**config.mk**
```make
export PLATFORM = sky130hd
export DESIGN_NAME = rtbs_ctrl
export DESIGN_NICKNAME = d
export VERILOG_FILES = /design/src/hw/rtl/rtbs_pkg.sv /design/src/hw/rtl/rtbs_ctrl.sv
export SDC_FILE = /design/constraint.sdc
export NUM_CORES = 1
export LEC_CHECK = 0
export ABC_AREA = 1
export ABC_CLOCK_PERIOD_IN_PS = 1240
export BUFFER_PORTS_ARGS = -buffer_cell sky130_fd_sc_hd__buf_2
export CAP_MARGIN = 30
export CORE_UTILIZATION = 35
export CTS_CLUSTER_DIAMETER = 30
export DETAILED_ROUTE_END_ITERATION = 8
export PLACE_DENSITY = 0.62
export SLEW_MARGIN = 20
export SYNTH_ARGS = -nofsm -noshare
export SYNTH_HDL_FRONTEND = slang
export SYNTH_SLANG_ARGS = --single-unit
```
**constraint.sdc**
```tcl
create_clock -name clock -period 1.24 [get_ports clock]
set_clock_uncertainty 0.05 [all_clocks]
set_input_delay 0.124 -clock clock [delete_from_list [all_inputs] [get_ports clock]]
set_output_delay 0.124 -clock clock [all_outputs]
set_load 0.03 [all_outputs]
```
**src/hw/rtl/rtbs_pkg.sv**
```systemverilog
`timescale 1ns / 1ps
`default_nettype none
// ----------------------------------------------------------------------------
// rtbs_pkg
// Shared constants, codes and controller/datapath types of the beam stack.
// ----------------------------------------------------------------------------
package rtbs_pkg;

   localparam int CAPACITY_DEF = 64;
   localparam int KEY_BITS_DEF = 32;

   localparam int SS_W    = 7;
   localparam int SCORE_W = 32;
   localparam int ID_W    = 16;
   localparam int RANK_W  = 6;

   localparam logic [1:0] FUNC_ADD   = 2'd0;
   localparam logic [1:0] FUNC_FLUSH = 2'd1;
   localparam logic [1:0] FUNC_CLEAR = 2'd2;

   localparam logic [1:0] KIND_ADD   = 2'd0;
   localparam logic [1:0] KIND_FLUSH = 2'd1;
   localparam logic [1:0] KIND_CLEAR = 2'd2;

   typedef enum logic [3:0] {
      ST_IDLE,
      ST_MATCH,
      ST_ADD_RD,
      ST_ADD_UPD,
      ST_FL_INIT,
      ST_MARK,
      ST_RANK_I,
      ST_RANK_J0,
      ST_RANK_STEP,
      ST_RANK_WR,
      ST_EM_RD,
      ST_EM_OUT,
      ST_CLR
   } state_type;

   typedef enum logic [3:0] {
      OP_NONE,
      OP_LOAD,
      OP_MATCH,
      OP_ADD_RD,
      OP_ADD_UPD,
      OP_FL_INIT,
      OP_MARK,
      OP_RANK_I,
      OP_RANK_J0,
      OP_RANK_STEP,
      OP_RANK_WR,
      OP_EM_RD,
      OP_EM_OUT,
      OP_CLR
   } op_type;

   typedef struct packed {
      logic out_free;
      logic empty;
      logic j_last;
      logic i_last;
      logic e_last;
   } status_type;

endpackage
`default_nettype wire

```
**src/hw/rtl/rtbs_ctrl.sv**
```systemverilog
`timescale 1ns / 1ps
`default_nettype none
// ----------------------------------------------------------------------------
// rtbs_ctrl
// Sequencer: walks add, flush (rank count + emit) and clear through the
// datapath, one datapath operation per cycle, holding while the response register is full.
// ----------------------------------------------------------------------------
module rtbs_ctrl (
   input  wire logic                clock,
   input  wire logic                reset,
   input  wire logic                req_valid,
   input  wire logic [1:0]          req_func,
   output logic                     req_ready,
   output rtbs_pkg::op_type         op,
   input  wire rtbs_pkg::status_type status
);

   rtbs_pkg::state_type state_ff, state_in;

   always_ff @(posedge clock) begin
      if (reset) begin
         state_ff <= rtbs_pkg::ST_IDLE;
      end else begin
         state_ff <= state_in;
      end
   end

   always_comb begin
      state_in = state_ff;
      case (state_ff)
         rtbs_pkg::ST_IDLE: begin
            if (req_valid) begin
               case (req_func)
                  rtbs_pkg::FUNC_ADD:   state_in = rtbs_pkg::ST_MATCH;
                  rtbs_pkg::FUNC_FLUSH: state_in = rtbs_pkg::ST_FL_INIT;
                  rtbs_pkg::FUNC_CLEAR: state_in = rtbs_pkg::ST_CLR;
                  default:              state_in = rtbs_pkg::ST_IDLE;
               endcase
            end
         end
         rtbs_pkg::ST_MATCH:   state_in = rtbs_pkg::ST_ADD_RD;
         rtbs_pkg::ST_ADD_RD:  state_in = rtbs_pkg::ST_ADD_UPD;
         rtbs_pkg::ST_ADD_UPD: begin
            if (status.out_free) state_in = rtbs_pkg::ST_IDLE;
         end
         rtbs_pkg::ST_FL_INIT: begin
            state_in = status.empty ? rtbs_pkg::ST_MARK : rtbs_pkg::ST_RANK_I;
         end
         rtbs_pkg::ST_MARK: begin
            if (status.out_free) state_in = rtbs_pkg::ST_IDLE;
         end
         rtbs_pkg::ST_RANK_I:  state_in = rtbs_pkg::ST_RANK_J0;
         rtbs_pkg::ST_RANK_J0: state_in = rtbs_pkg::ST_RANK_STEP;
         rtbs_pkg::ST_RANK_STEP: begin
            if (status.j_last) state_in = rtbs_pkg::ST_RANK_WR;
         end
         rtbs_pkg::ST_RANK_WR: begin
            state_in = status.i_last ? rtbs_pkg::ST_EM_RD : rtbs_pkg::ST_RANK_I;
         end
         rtbs_pkg::ST_EM_RD: state_in = rtbs_pkg::ST_EM_OUT;
         rtbs_pkg::ST_EM_OUT: begin
            if (status.out_free) begin
               state_in = status.e_last ? rtbs_pkg::ST_IDLE : rtbs_pkg::ST_EM_RD;
            end
         end
         rtbs_pkg::ST_CLR: begin
            if (status.out_free) state_in = rtbs_pkg::ST_IDLE;
         end
         default: state_in = rtbs_pkg::ST_IDLE;
      endcase
   end

   always_comb begin
      req_ready = 1'b0;
      op        = rtbs_pkg::OP_NONE;
      case (state_ff)
         rtbs_pkg::ST_IDLE: begin
            req_ready = 1'b1;
            if (req_valid) op = rtbs_pkg::OP_LOAD;
         end
         rtbs_pkg::ST_MATCH:  op = rtbs_pkg::OP_MATCH;
         rtbs_pkg::ST_ADD_RD: op = rtbs_pkg::OP_ADD_RD;
         rtbs_pkg::ST_ADD_UPD: begin
            if (status.out_free) op = rtbs_pkg::OP_ADD_UPD;
         end
         rtbs_pkg::ST_FL_INIT: op = rtbs_pkg::OP_FL_INIT;
         rtbs_pkg::ST_MARK: begin
            if (status.out_free) op = rtbs_pkg::OP_MARK;
         end
         rtbs_pkg::ST_RANK_I:    op = rtbs_pkg::OP_RANK_I;
         rtbs_pkg::ST_RANK_J0:   op = rtbs_pkg::OP_RANK_J0;
         rtbs_pkg::ST_RANK_STEP: op = rtbs_pkg::OP_RANK_STEP;
         rtbs_pkg::ST_RANK_WR:   op = rtbs_pkg::OP_RANK_WR;
         rtbs_pkg::ST_EM_RD:     op = rtbs_pkg::OP_EM_RD;
         rtbs_pkg::ST_EM_OUT: begin
            if (status.out_free) op = rtbs_pkg::OP_EM_OUT;
         end
         rtbs_pkg::ST_CLR: begin
            if (status.out_free) op = rtbs_pkg::OP_CLR;
         end
         default: op = rtbs_pkg::OP_NONE;
      endcase
   end

endmodule
`default_nettype wire

```
==> run_results.csv, run 1 <==
group,metric,value,unit
finish,nNetsFinal,145,
critical_path,arrival,1.32,ns
floorplan,die_y,41.2,um
logic_synthesis,synth_area_leaders,"nand2_1 21%, dfxtp_1 15%, nand3_1 10%",
routing,drtPass1Iterations,4,
timing,setup_ws,-0.250,ns
finish,mostFrequentLayoutCells,"25 x nand2_1, 13 x buf_4, 12 x inv_1",
logic_synthesis,synth_area_per_cell,5.31,um^2
clock_tree,cts_hold_buf,0,
routing,wirelength,1700,um
outcome,outcome,"finished, violations left",
clock_tree,cts.sinks,4,
power,switching_share,53.0,%
worst_hold_path,hold_depth,2,
floorplan,start_util,39.3,%
power,vdd_drop_max,0.00156,V
finish,finalInstanceArea,898,um^2
logic_synthesis,synth_compound_area_share,11.0,%
placement,place.gp.congestion,0.861,
finish,largestRegisters,"state_ff (4)",
logic_synthesis,ys_warn_count,0,
critical_path,crit_path_end_kind,"output port",
power,power.share.clock,6.0,%
critical_path,path_cells,"inv_2 -> nand2_1 -> nor2_2 -> a21oi_1 -> o211ai_1 -> buf_4",
finish,final_common_cell,"nand2_1",
critical_path,cp_top_family,"flip-flops",
critical_path,r2r-start,"state_ff[2]$_SDFFE_PP0P_",
finish,largest_reg_flops,4,
floorplan,dieArea,1690,um^2
routing,vias_per_cell,5.16,
job,max_cap_viol_count,0,
clock_tree,clk_pin_slew,0.03,ns
power,p_leak,0.476,nW
critical_path,crit_required,1.07,ns
clock_tree,h-tree-depth,1,
outcome,violations,"negative setup slack",
timing,rsz0062_at_grt,"yes",
power,p_per_area,2840,nW/um^2
timing,clock.fmax,671,MHz
placement,hpwl,1270,um
routing,ant_nets,0,
logic_synthesis,ys_ff_latch,4,
power,combPwrFrac,80.0,%
logic_synthesis,synth_simple_gate_area_share,55.5,%
critical_path,worst_path_max_delay_cell,"dfxtp_4",
routing,vias,753,
clock_tree,cts_root_buf,"clkbuf_4",
worst_hold_path,hold_class,"in2reg",
floorplan,core,1370,um^2
routing,route.detailed.drc,0,
critical_path,r2r_cells,9,
worst_hold_path,worstHoldStart,"reset",
timing,hold_viol,0,
power,internal-power,1.20,mW
finish,final_layout_size_suffix_gt1_share,54.2,%
logic_synthesis,synth.largest_area_cell,"nand2_1",
critical_path,crit_type,"reg2out",
placement,dpl_worst_slack,-0.164,ns
grt,grt_max_degree,8,
floorplan,die_x,41.2,um
power,pwr-share-seq,14.1,%
critical_path,crit_cells,6,
placement,dp.cells,138,
logic_synthesis,synth_cells,101,
timing,whs,0.0609,ns
grt,grt_pass1_wl,2520,um
power,switchingPower,1.36,mW
clock_tree,cts_buffer_depth,2,
timing,max-slew-margin-rel,85.6,%
clock_tree,cts_tree,"done",
logic_synthesis,synth_adder_area_share,4.66,%
grt,antenna_found_initial,0,
critical_path,slowest_delay,0.39,ns
critical_path,crit_path_start_kind,"flop",
routing,drtIter0Drc,21,
logic_synthesis,ys_seq_area_share,14.9,%
finish,diodes,0,
routing,wl_per_cell,11.6,um
critical_path,r2r_slack,-0.10,ns
floorplan,rows,13,
finish,top_register,"state_ff",
timing,fin_crit,1.49,ns
finish,finalNonFillerCells,146,
clock_tree,insertion_delay,0.23,ns
placement,placed_area,702,um^2
floorplan,ios,15,
logic_synthesis,netlist_area,537,um^2
timing,slew_viol_final,0,
critical_path,cp_max_fo,6,
grt,overflow,0,
logic_synthesis,muxShareOfSynthArea,0,%
finish,syn2layout_area_growth,67.4,%
logic_synthesis,synth.distinct_cells,16,
finish,final_util,65.8,%
logic_synthesis,synth-xor-area-share,0,%
timing,finalSetupViolCount,9,
timing,period_share,120,%
timing,tightest_slew,0.216,ns
clock_tree,cts_buffers,3,
critical_path,critPathBufInv,2,
logic_synthesis,synth_top_family_by_area,"simple AND/OR/NAND/NOR gates",
logic_synthesis,yosysTopAreaCellShare,21.0,%
grt,grt_pass1_vias,652,
critical_path,startpoint,"state_ff[0]$_SDFFE_PP0P_",
grt,grt_usage,22.9,%
logic_synthesis,syn-num-nets,113,
placement,io_buffers,14,
-- power by group through the flow --
stage               Clock (mW)  Combinational, mW  Sequential, mW
floorplan                    0               1.06           0.288
global placement             0               1.50           0.308
detailed placement           0               1.49           0.309
CTS                      0.162               1.78           0.349
global route             0.178               2.19           0.372
finish                   0.152               2.04           0.360
-- metrics by stage --
step,total power [mW],TNS [ns]
floorplan,1.35,-0.132
global placement,1.81,-1.13
detailed placement,1.80,-1.14
CTS,2.29,-1.43
global route,2.74,-2.13
finish,2.56,-1.40
-- path summary, 6_finish.rpt --
kind                              endpoint
setup / recovery                     op[0]
hold / removal    state_ff[2]$_SDFFE_PP0P_
setup reg to reg  state_ff[3]$_SDFFE_PP0P_
hold reg to reg   state_ff[3]$_SDFFE_PP0P_
-- metal layers --
layer | global-route usage, % | routed length (um) | vias to the layer above
met5 | 0 | 0 | -
met4 | 12.9 | 19 | 0
met3 | 4.35 | 79 | 3
met2 | 39.1 | 846 | 28
met1 | 26.3 | 751 | 341
li1 | - | - | 381
-- timing repair --
| action | 4_1_cts | 5_1_grt |
|---|---|---|
| resized for setup | 24 | 18 |
| endpoints found under the setup margin | 9 | 9 |
| setup buffers | 3 | 2 |
| pin swaps | 7 | 10 |
-- worst register-to-register path, stage by stage (launching register included) --
cell and delay, ns:
dfxtp_4 0.37, buf_6 0.12, nor2_4 0.12, nand2_2 0.10, buf_6 0.13, nor2_4 0.07
nor2_1 0.06, nand3_1 0.06, nand3_1 0.07, a21oi_1 0.12
-- area by class of cell --
class,count,area [um^2]
Multi-Input combinational cell,77,483
Fill cell,112,468
Timing Repair Buffer,27,199
Sequential cell,4,95.1
Inverter,20,80.1
Clock buffer,3,22.5
Tap cell,15,18.8
-- Yosys cell counts --
| cell type | number |
|---|---|
| nand3b_1 | 1 |
| o211ai_1 | 2 |
| a21oi_1 | 5 |
| o221ai_1 | 1 |
| inv_2 | 7 |
| dfxtp_1 | 4 |
| o21ai_0 | 2 |
| nand3_2 | 2 |
| inv_1 | 13 |
| nor2_1 | 11 |
| nand3_1 | 11 |
| ha_1 | 2 |
| nor2_2 | 4 |
| nand2_1 | 30 |
| nand2_2 | 5 |
| nor3_1 | 1 |
-- cell families after synthesis --
logic type,after synthesis
compound gates,10
simple gates,65
flops,4
fa+ha+maj,2
buf+inv,20
Power figures use the tool's default switching activity.
==> inputs of run 2 (changes only) <==
--- a/config.mk
+++ b/config.mk
@@ -6,13 +6,12 @@
 export NUM_CORES = 1
 export LEC_CHECK = 0
 export ABC_AREA = 1
-export ABC_CLOCK_PERIOD_IN_PS = 1240
 export BUFFER_PORTS_ARGS = -buffer_cell sky130_fd_sc_hd__buf_2
 export CAP_MARGIN = 30
 export CORE_UTILIZATION = 35
 export CTS_CLUSTER_DIAMETER = 30
 export DETAILED_ROUTE_END_ITERATION = 8
-export PLACE_DENSITY = 0.62
+export PLACE_DENSITY = 0.6
 export SLEW_MARGIN = 20
 export SYNTH_ARGS = -nofsm -noshare
 export SYNTH_HDL_FRONTEND = slang
==> constraint.sdc (replaced) <==
create_clock -name clock -period 1.84 [get_ports clock]
set_clock_uncertainty 0.05 [all_clocks]
set_input_delay 0.092 -clock clock [delete_from_list [all_inputs] [get_ports clock]]
set_output_delay 0.092 -clock clock [all_outputs]
set_load 0.03 [all_outputs]
==> run 2 against run 1 <==
  * The flow now finishes without violations
  * Final area decreased by 28%
  * First-iteration DRC count shrank 62%
  * Utilization shrank 18 points
  * Non-clock buffer count down 13
  * Register-to-register slack gained 0.59 ns
  * Total power decreased by 54%
  * Sequential share of layout area up 1.8 points
  * Clock power is 32% lower
  * Wire length fell by 23%
  * Final cell count fell by 8.9%
  * Highest routed layer unchanged
==> run_results.csv, run 2 (synthesis results as in run 1) <==
group,metric,value,unit
timing,setup_ws,0.191,ns
grt,grt_usage,19.0,%
floorplan,ios,15,
timing,max-slew-margin-rel,81.6,%
power,switchingPower,0.713,mW
finish,largestRegisters,"state_ff (4)",
grt,grt_pass1_wl,2040,um
power,switching_share,60.1,%
clock_tree,cts_tree,"done",
clock_tree,cts_buffers,3,
finish,mostFrequentLayoutCells,"30 x nand2_1, 14 x buf_2, 13 x inv_1",
finish,finalNonFillerCells,133,
grt,antenna_found_initial,0,
routing,drtIter0Drc,8,
power,p_per_area,1830,nW/um^2
critical_path,crit_type,"reg2out",
placement,hpwl,1140,um
worst_hold_path,hold_class,"in2reg",
routing,route.detailed.drc,0,
critical_path,arrival,1.51,ns
power,power.share.clock,8.8,%
clock_tree,cts_setup_buffers,0,
grt,overflow,0,
clock_tree,cts_root_buf,"clkbuf_4",
floorplan,core,1370,um^2
placement,dp.cells,130,
routing,vias,653,
clock_tree,h-tree-depth,1,
finish,largest_reg_flops,4,
clock_tree,clk_pin_slew,0.04,ns
routing,highest_layer,"met4",
power,pwr-share-seq,16.2,%
placement,io_buffers,14,
routing,wl_per_cell,9.86,um
finish,num-fill-cells,159,
critical_path,crit_path_end_kind,"output port",
timing,setup-tns-final,0,ns
power,combPwrFrac,75.0,%
critical_path,cp_max_fo,6,
timing,tightest_slew,0.276,ns
routing,met1Wirelength,613,um
power,p_leak,0.372,nW
finish,finalInstanceArea,648,um^2
critical_path,crit_required,1.70,ns
timing,clock.fmax,606,MHz
timing,whs,0.0156,ns
critical_path,crit_path_start_kind,"flop",
routing,ant_nets,0,
timing,period_share,89.6,%
floorplan,dieArea,1690,um^2
placement,placed_area,626,um^2
finish,top_register,"state_ff",
power,internal-power,0.473,mW
clock_tree,ctsResizeCount,0,
placement,dpl_worst_slack,0.428,ns
finish,final_common_cell,"nand2_1",
timing,rsz0062_at_grt,"no",
finish,syn2layout_area_growth,20.7,%
routing,vias_per_cell,4.91,
power,power.total,1.19,mW
floorplan,rows,13,
routing,drtPass1Iterations,4,
finish,final_layout_size_suffix_gt1_share,29.7,%
clock_tree,cts_buffer_depth,2,
outcome,outcome,"finished, final reports clean",
critical_path,r2r_cells,8,
timing,fin_crit,1.65,ns
timing,finalSetupViolCount,0,
routing,met2WireLength,615,um
floorplan,die_x,41.2,um
clock_tree,insertion_delay,0.23,ns
grt,grt_pass1_vias,531,
placement,place.gp.congestion,0.865,
timing,slew_viol_final,0,
grt,grt_max_degree,8,
floorplan,start_util,39.3,%
power,vdd_drop_max,0.000831,V
finish,nNetsFinal,132,
routing,route.met3.wl,57,um
clock_tree,cts.sinks,4,
job,max_cap_viol_count,0,
floorplan,die_y,41.2,um
finish,diodes,0,
worst_hold_path,hold_depth,2,
routing,wirelength,1310,um
finish,final_util,47.4,%
clock_tree,cts_hold_buf,0,
timing,hold_viol,0,
[run 2: cell types whose count changed in the layout (fill, tap and decap cells not counted), moves of 5 or more]
cell     previous run  this run
buf_4              13         0
nor2_4              7         0
nor2_1              5        11
buf_2               9        14
buf_6               5         0
nand2_1            25        30
[run 2: final cells by class]
cell class | count | area [um^2] | area share (%)
Multi-Input combinational cell | 77 | 382 | 58.9
Clock buffer | 3 | 22.5 | 3.47
Timing Repair Buffer | 14 | 70.1 | 10.8
Sequential cell | 4 | 80.1 | 12.4
Tap cell | 15 | 18.8 | 2.90
Inverter | 20 | 75.1 | 11.6
[run 2: power groups by stage]
stage | sequential, mW | combinational, mW | clock (mW)
6_report | 0.192 | 0.890 | 0.104
5_1_grt | 0.202 | 0.980 | 0.119
4_1_cts | 0.191 | 0.891 | 0.110
3_5_place_dp | 0.192 | 0.888 | 0
3_3_place_gp | 0.192 | 0.899 | 0
2_1_floorplan | 0.180 | 0.694 | 0
[run 2: path summary, 6_finish.rpt]
path                                               start                       end  slack [ns]
worst min register to register  state_ff[0]$_SDFFE_PP0P_  state_ff[0]$_SDFFE_PP0P_        0.49
worst max-delay path            state_ff[3]$_SDFFE_PP0P_                     op[3]        0.19
worst min-delay path                               reset  state_ff[3]$_SDFFE_PP0P_        0.02
worst max register to register  state_ff[2]$_SDFFE_PP0P_  state_ff[2]$_SDFFE_PP0P_        0.49
[run 2: routing by layer]
metal	global-route usage, %	vias up
met3	3.80	4
met1	21.5	284
met4	14.5	0
li1	-	351
met2	30.9	14
met5	0	-
[run 2: critical path, cell delays in order, from the launching register on]
cell and delay (ns):
dfxtp_1 0.43, inv_2 0.09, nor2_2 0.19, nand2_1 0.10, nor2_1 0.10, nor3_1 0.05
o21ai_0 0.09, buf_2 0.23
==> inputs of run 3 (changes only) <==
--- a/config.mk
+++ b/config.mk
@@ -6,12 +6,13 @@
 export NUM_CORES = 1
 export LEC_CHECK = 0
 export ABC_AREA = 1
-export BUFFER_PORTS_ARGS = -buffer_cell sky130_fd_sc_hd__buf_2
+export BUFFER_PORTS_ARGS = -buffer_cell sky130_fd_sc_hd__buf_4
 export CAP_MARGIN = 30
-export CORE_UTILIZATION = 35
+export CORE_AREA = 2 2 39 41
 export CTS_CLUSTER_DIAMETER = 30
 export DETAILED_ROUTE_END_ITERATION = 8
-export PLACE_DENSITY = 0.6
+export DIE_AREA = 0 0 41 43
+export PLACE_DENSITY = 0.67
 export SLEW_MARGIN = 20
 export SYNTH_ARGS = -nofsm -noshare
 export SYNTH_HDL_FRONTEND = slang
==> constraint.sdc (replaced) <==
create_clock -name clock -period 1.75 [get_ports clock]
set_clock_uncertainty 0.05 [all_clocks]
set_input_delay 0.0875 -clock clock [delete_from_list [all_inputs] [get_ports clock]]
set_output_delay 0.0875 -clock clock [all_outputs]
set_load 0.03 [all_outputs]
==> run 3 against run 2 <==
  * Non-clock buffer count rose by 1
  * Hold slack better by 0.20 ns
  * Register-to-register slack worse by 0.14 ns
  * Utilization grew 2.7 points
  * Sequential cell count did not move
  * Combinational power up 12%
  * Worst setup slack got worse by 0.048 ns
  * Largest cell class unchanged
==> run_results.csv, run 3 (synthesis results as in run 1) <==
group,metric,value,unit
timing,slew_viol_final,0,
clock_tree,cts_root_buf,"clkbuf_4",
routing,highest_layer,"met3",
timing,max-slew-margin-rel,79.9,%
critical_path,crit_required,1.61,ns
power,vdd_drop_max,0.00121,V
floorplan,ios,15,
routing,met2WireLength,664,um
critical_path,cp_max_fo,6,
finish,num-fill-cells,146,
clock_tree,cts_setup_buffers,0,
grt,grt_usage,18.4,%
grt,overflow,0,
routing,vias,654,
finish,final_common_cell,"nand2_1",
grt,grt_pass1_wl,2310,um
floorplan,core,1380,um^2
floorplan,die_x,41,um
clock_tree,clk_pin_slew,0.03,ns
timing,fin_crit,1.61,ns
grt,antenna_found_initial,0,
clock_tree,insertion_delay,0.23,ns
routing,route.met3.wl,99,um
routing,met1Wirelength,603,um
floorplan,dieArea,1760,um^2
power,p_leak,0.386,nW
finish,syn2layout_area_growth,29.4,%
clock_tree,cts_hold_buf,1,
routing,wirelength,1370,um
finish,mostFrequentLayoutCells,"30 x nand2_1, 14 x buf_4, 13 x inv_1",
finish,seqCellArea,80.1,um^2
timing,tightest_slew,0.300,ns
clock_tree,cts.sinks,4,
finish,top_register,"state_ff",
routing,route.detailed.drc,0,
routing,drtIter0Drc,19,
finish,diodes,0,
timing,clock.fmax,622,MHz
routing,ant_nets,0,
outcome,outcome,"finished, final reports clean",
critical_path,arrival,1.47,ns
placement,place.gp.congestion,0.847,
clock_tree,cts_buffers,3,
clock_tree,ctsResizeCount,0,
clock_tree,cts_buffer_depth,2,
clock_tree,cts_tree,"done",
floorplan,start_util,38.8,%
placement,io_buffers,14,
finish,multi_input_area,382,um^2
timing,setup-tns-final,0,ns
clock_tree,h-tree-depth,1,
timing,period_share,91.8,%
finish,largestRegisters,"state_ff (4)",
finish,largest_reg_flops,4,
routing,drtPass1Iterations,6,
finish,final_layout_size_suffix_gt1_share,29.4,%
grt,grt_max_degree,8,
placement,hpwl,1140,um
placement,dpl_worst_slack,0.372,ns
timing,rsz0062_at_grt,"no",
power,p_per_area,1890,nW/um^2
timing,whs,0.218,ns
timing,hold_viol,0,
routing,wl_per_cell,10.1,um
timing,setup_ws,0.143,ns
critical_path,crit_path_end_kind,"output port",
floorplan,die_y,43,um
timing,finalSetupViolCount,0,
finish,nNetsFinal,133,
finish,final_util,50.2,%
worst_hold_path,hold_class,"in2reg",
critical_path,crit_path_start_kind,"flop",
critical_path,crit_type,"reg2out",
job,max_cap_viol_count,0,
routing,vias_per_cell,4.84,
grt,grt_pass1_vias,604,
floorplan,rows,14,
==> run 3: changes by cell type in the layout (fill, tap and decap cells not counted), sizes merged <==
cell         previous run  this run
dlygate4sd3             0         1
==> run 3: worst paths after layout <==
path	start	to	slack, ns	cells past startpoint
max reg2reg	state_ff[1]$_SDFFE_PP0P_	state_ff[2]$_SDFFE_PP0P_	0.35	8
min	status[3]	state_ff[1]$_SDFFE_PP0P_	0.22	6
max	state_ff[3]$_SDFFE_PP0P_	op[3]	0.14	7
min reg2reg	state_ff[2]$_SDFFE_PP0P_	state_ff[2]$_SDFFE_PP0P_	0.50	2
==> run 3: final cells by class <==
cell class,instances,area share (%)
Clock buffer,3,3.24
Inverter,20,10.8
Multi-Input combinational cell,77,55.0
Sequential cell,4,11.5
Tap cell,16,2.88
Timing Repair Buffer,15,16.6
==> run 3: routing by layer <==
metal,up-vias,GRT usage (%)
met5,-,0
met4,0,7.33
met3,0,1.57
met2,31,30.6
met1,270,22.8
li1,353,-
==> run 3: report_power, final <==
group          switching (mW)  internal (mW)
Sequential             0.0757          0.131
Combinational           0.650          0.349
Clock                  0.0325         0.0763
Total                   0.758          0.556
==> run 3: critical path: stages (launching register included) <==
cell     delay, ns
dfxtp_1       0.44
inv_2         0.09
nor2_2        0.20
nand2_1       0.10
nor2_1        0.10
nor3_1        0.05
o21ai_0       0.08
buf_4         0.18
==> run 3: per-stage QoR <==
step / total power [mW] / area [um^2] / std cells
floorplan: 0.918 / 537 / 101
global placement: 1.21 / 662 / 131
detailed placement: 1.20 / 662 / 131
CTS: 1.32 / 694 / 135
global route: 1.43 / 694 / 135
finish: 1.31 / 694 / 135
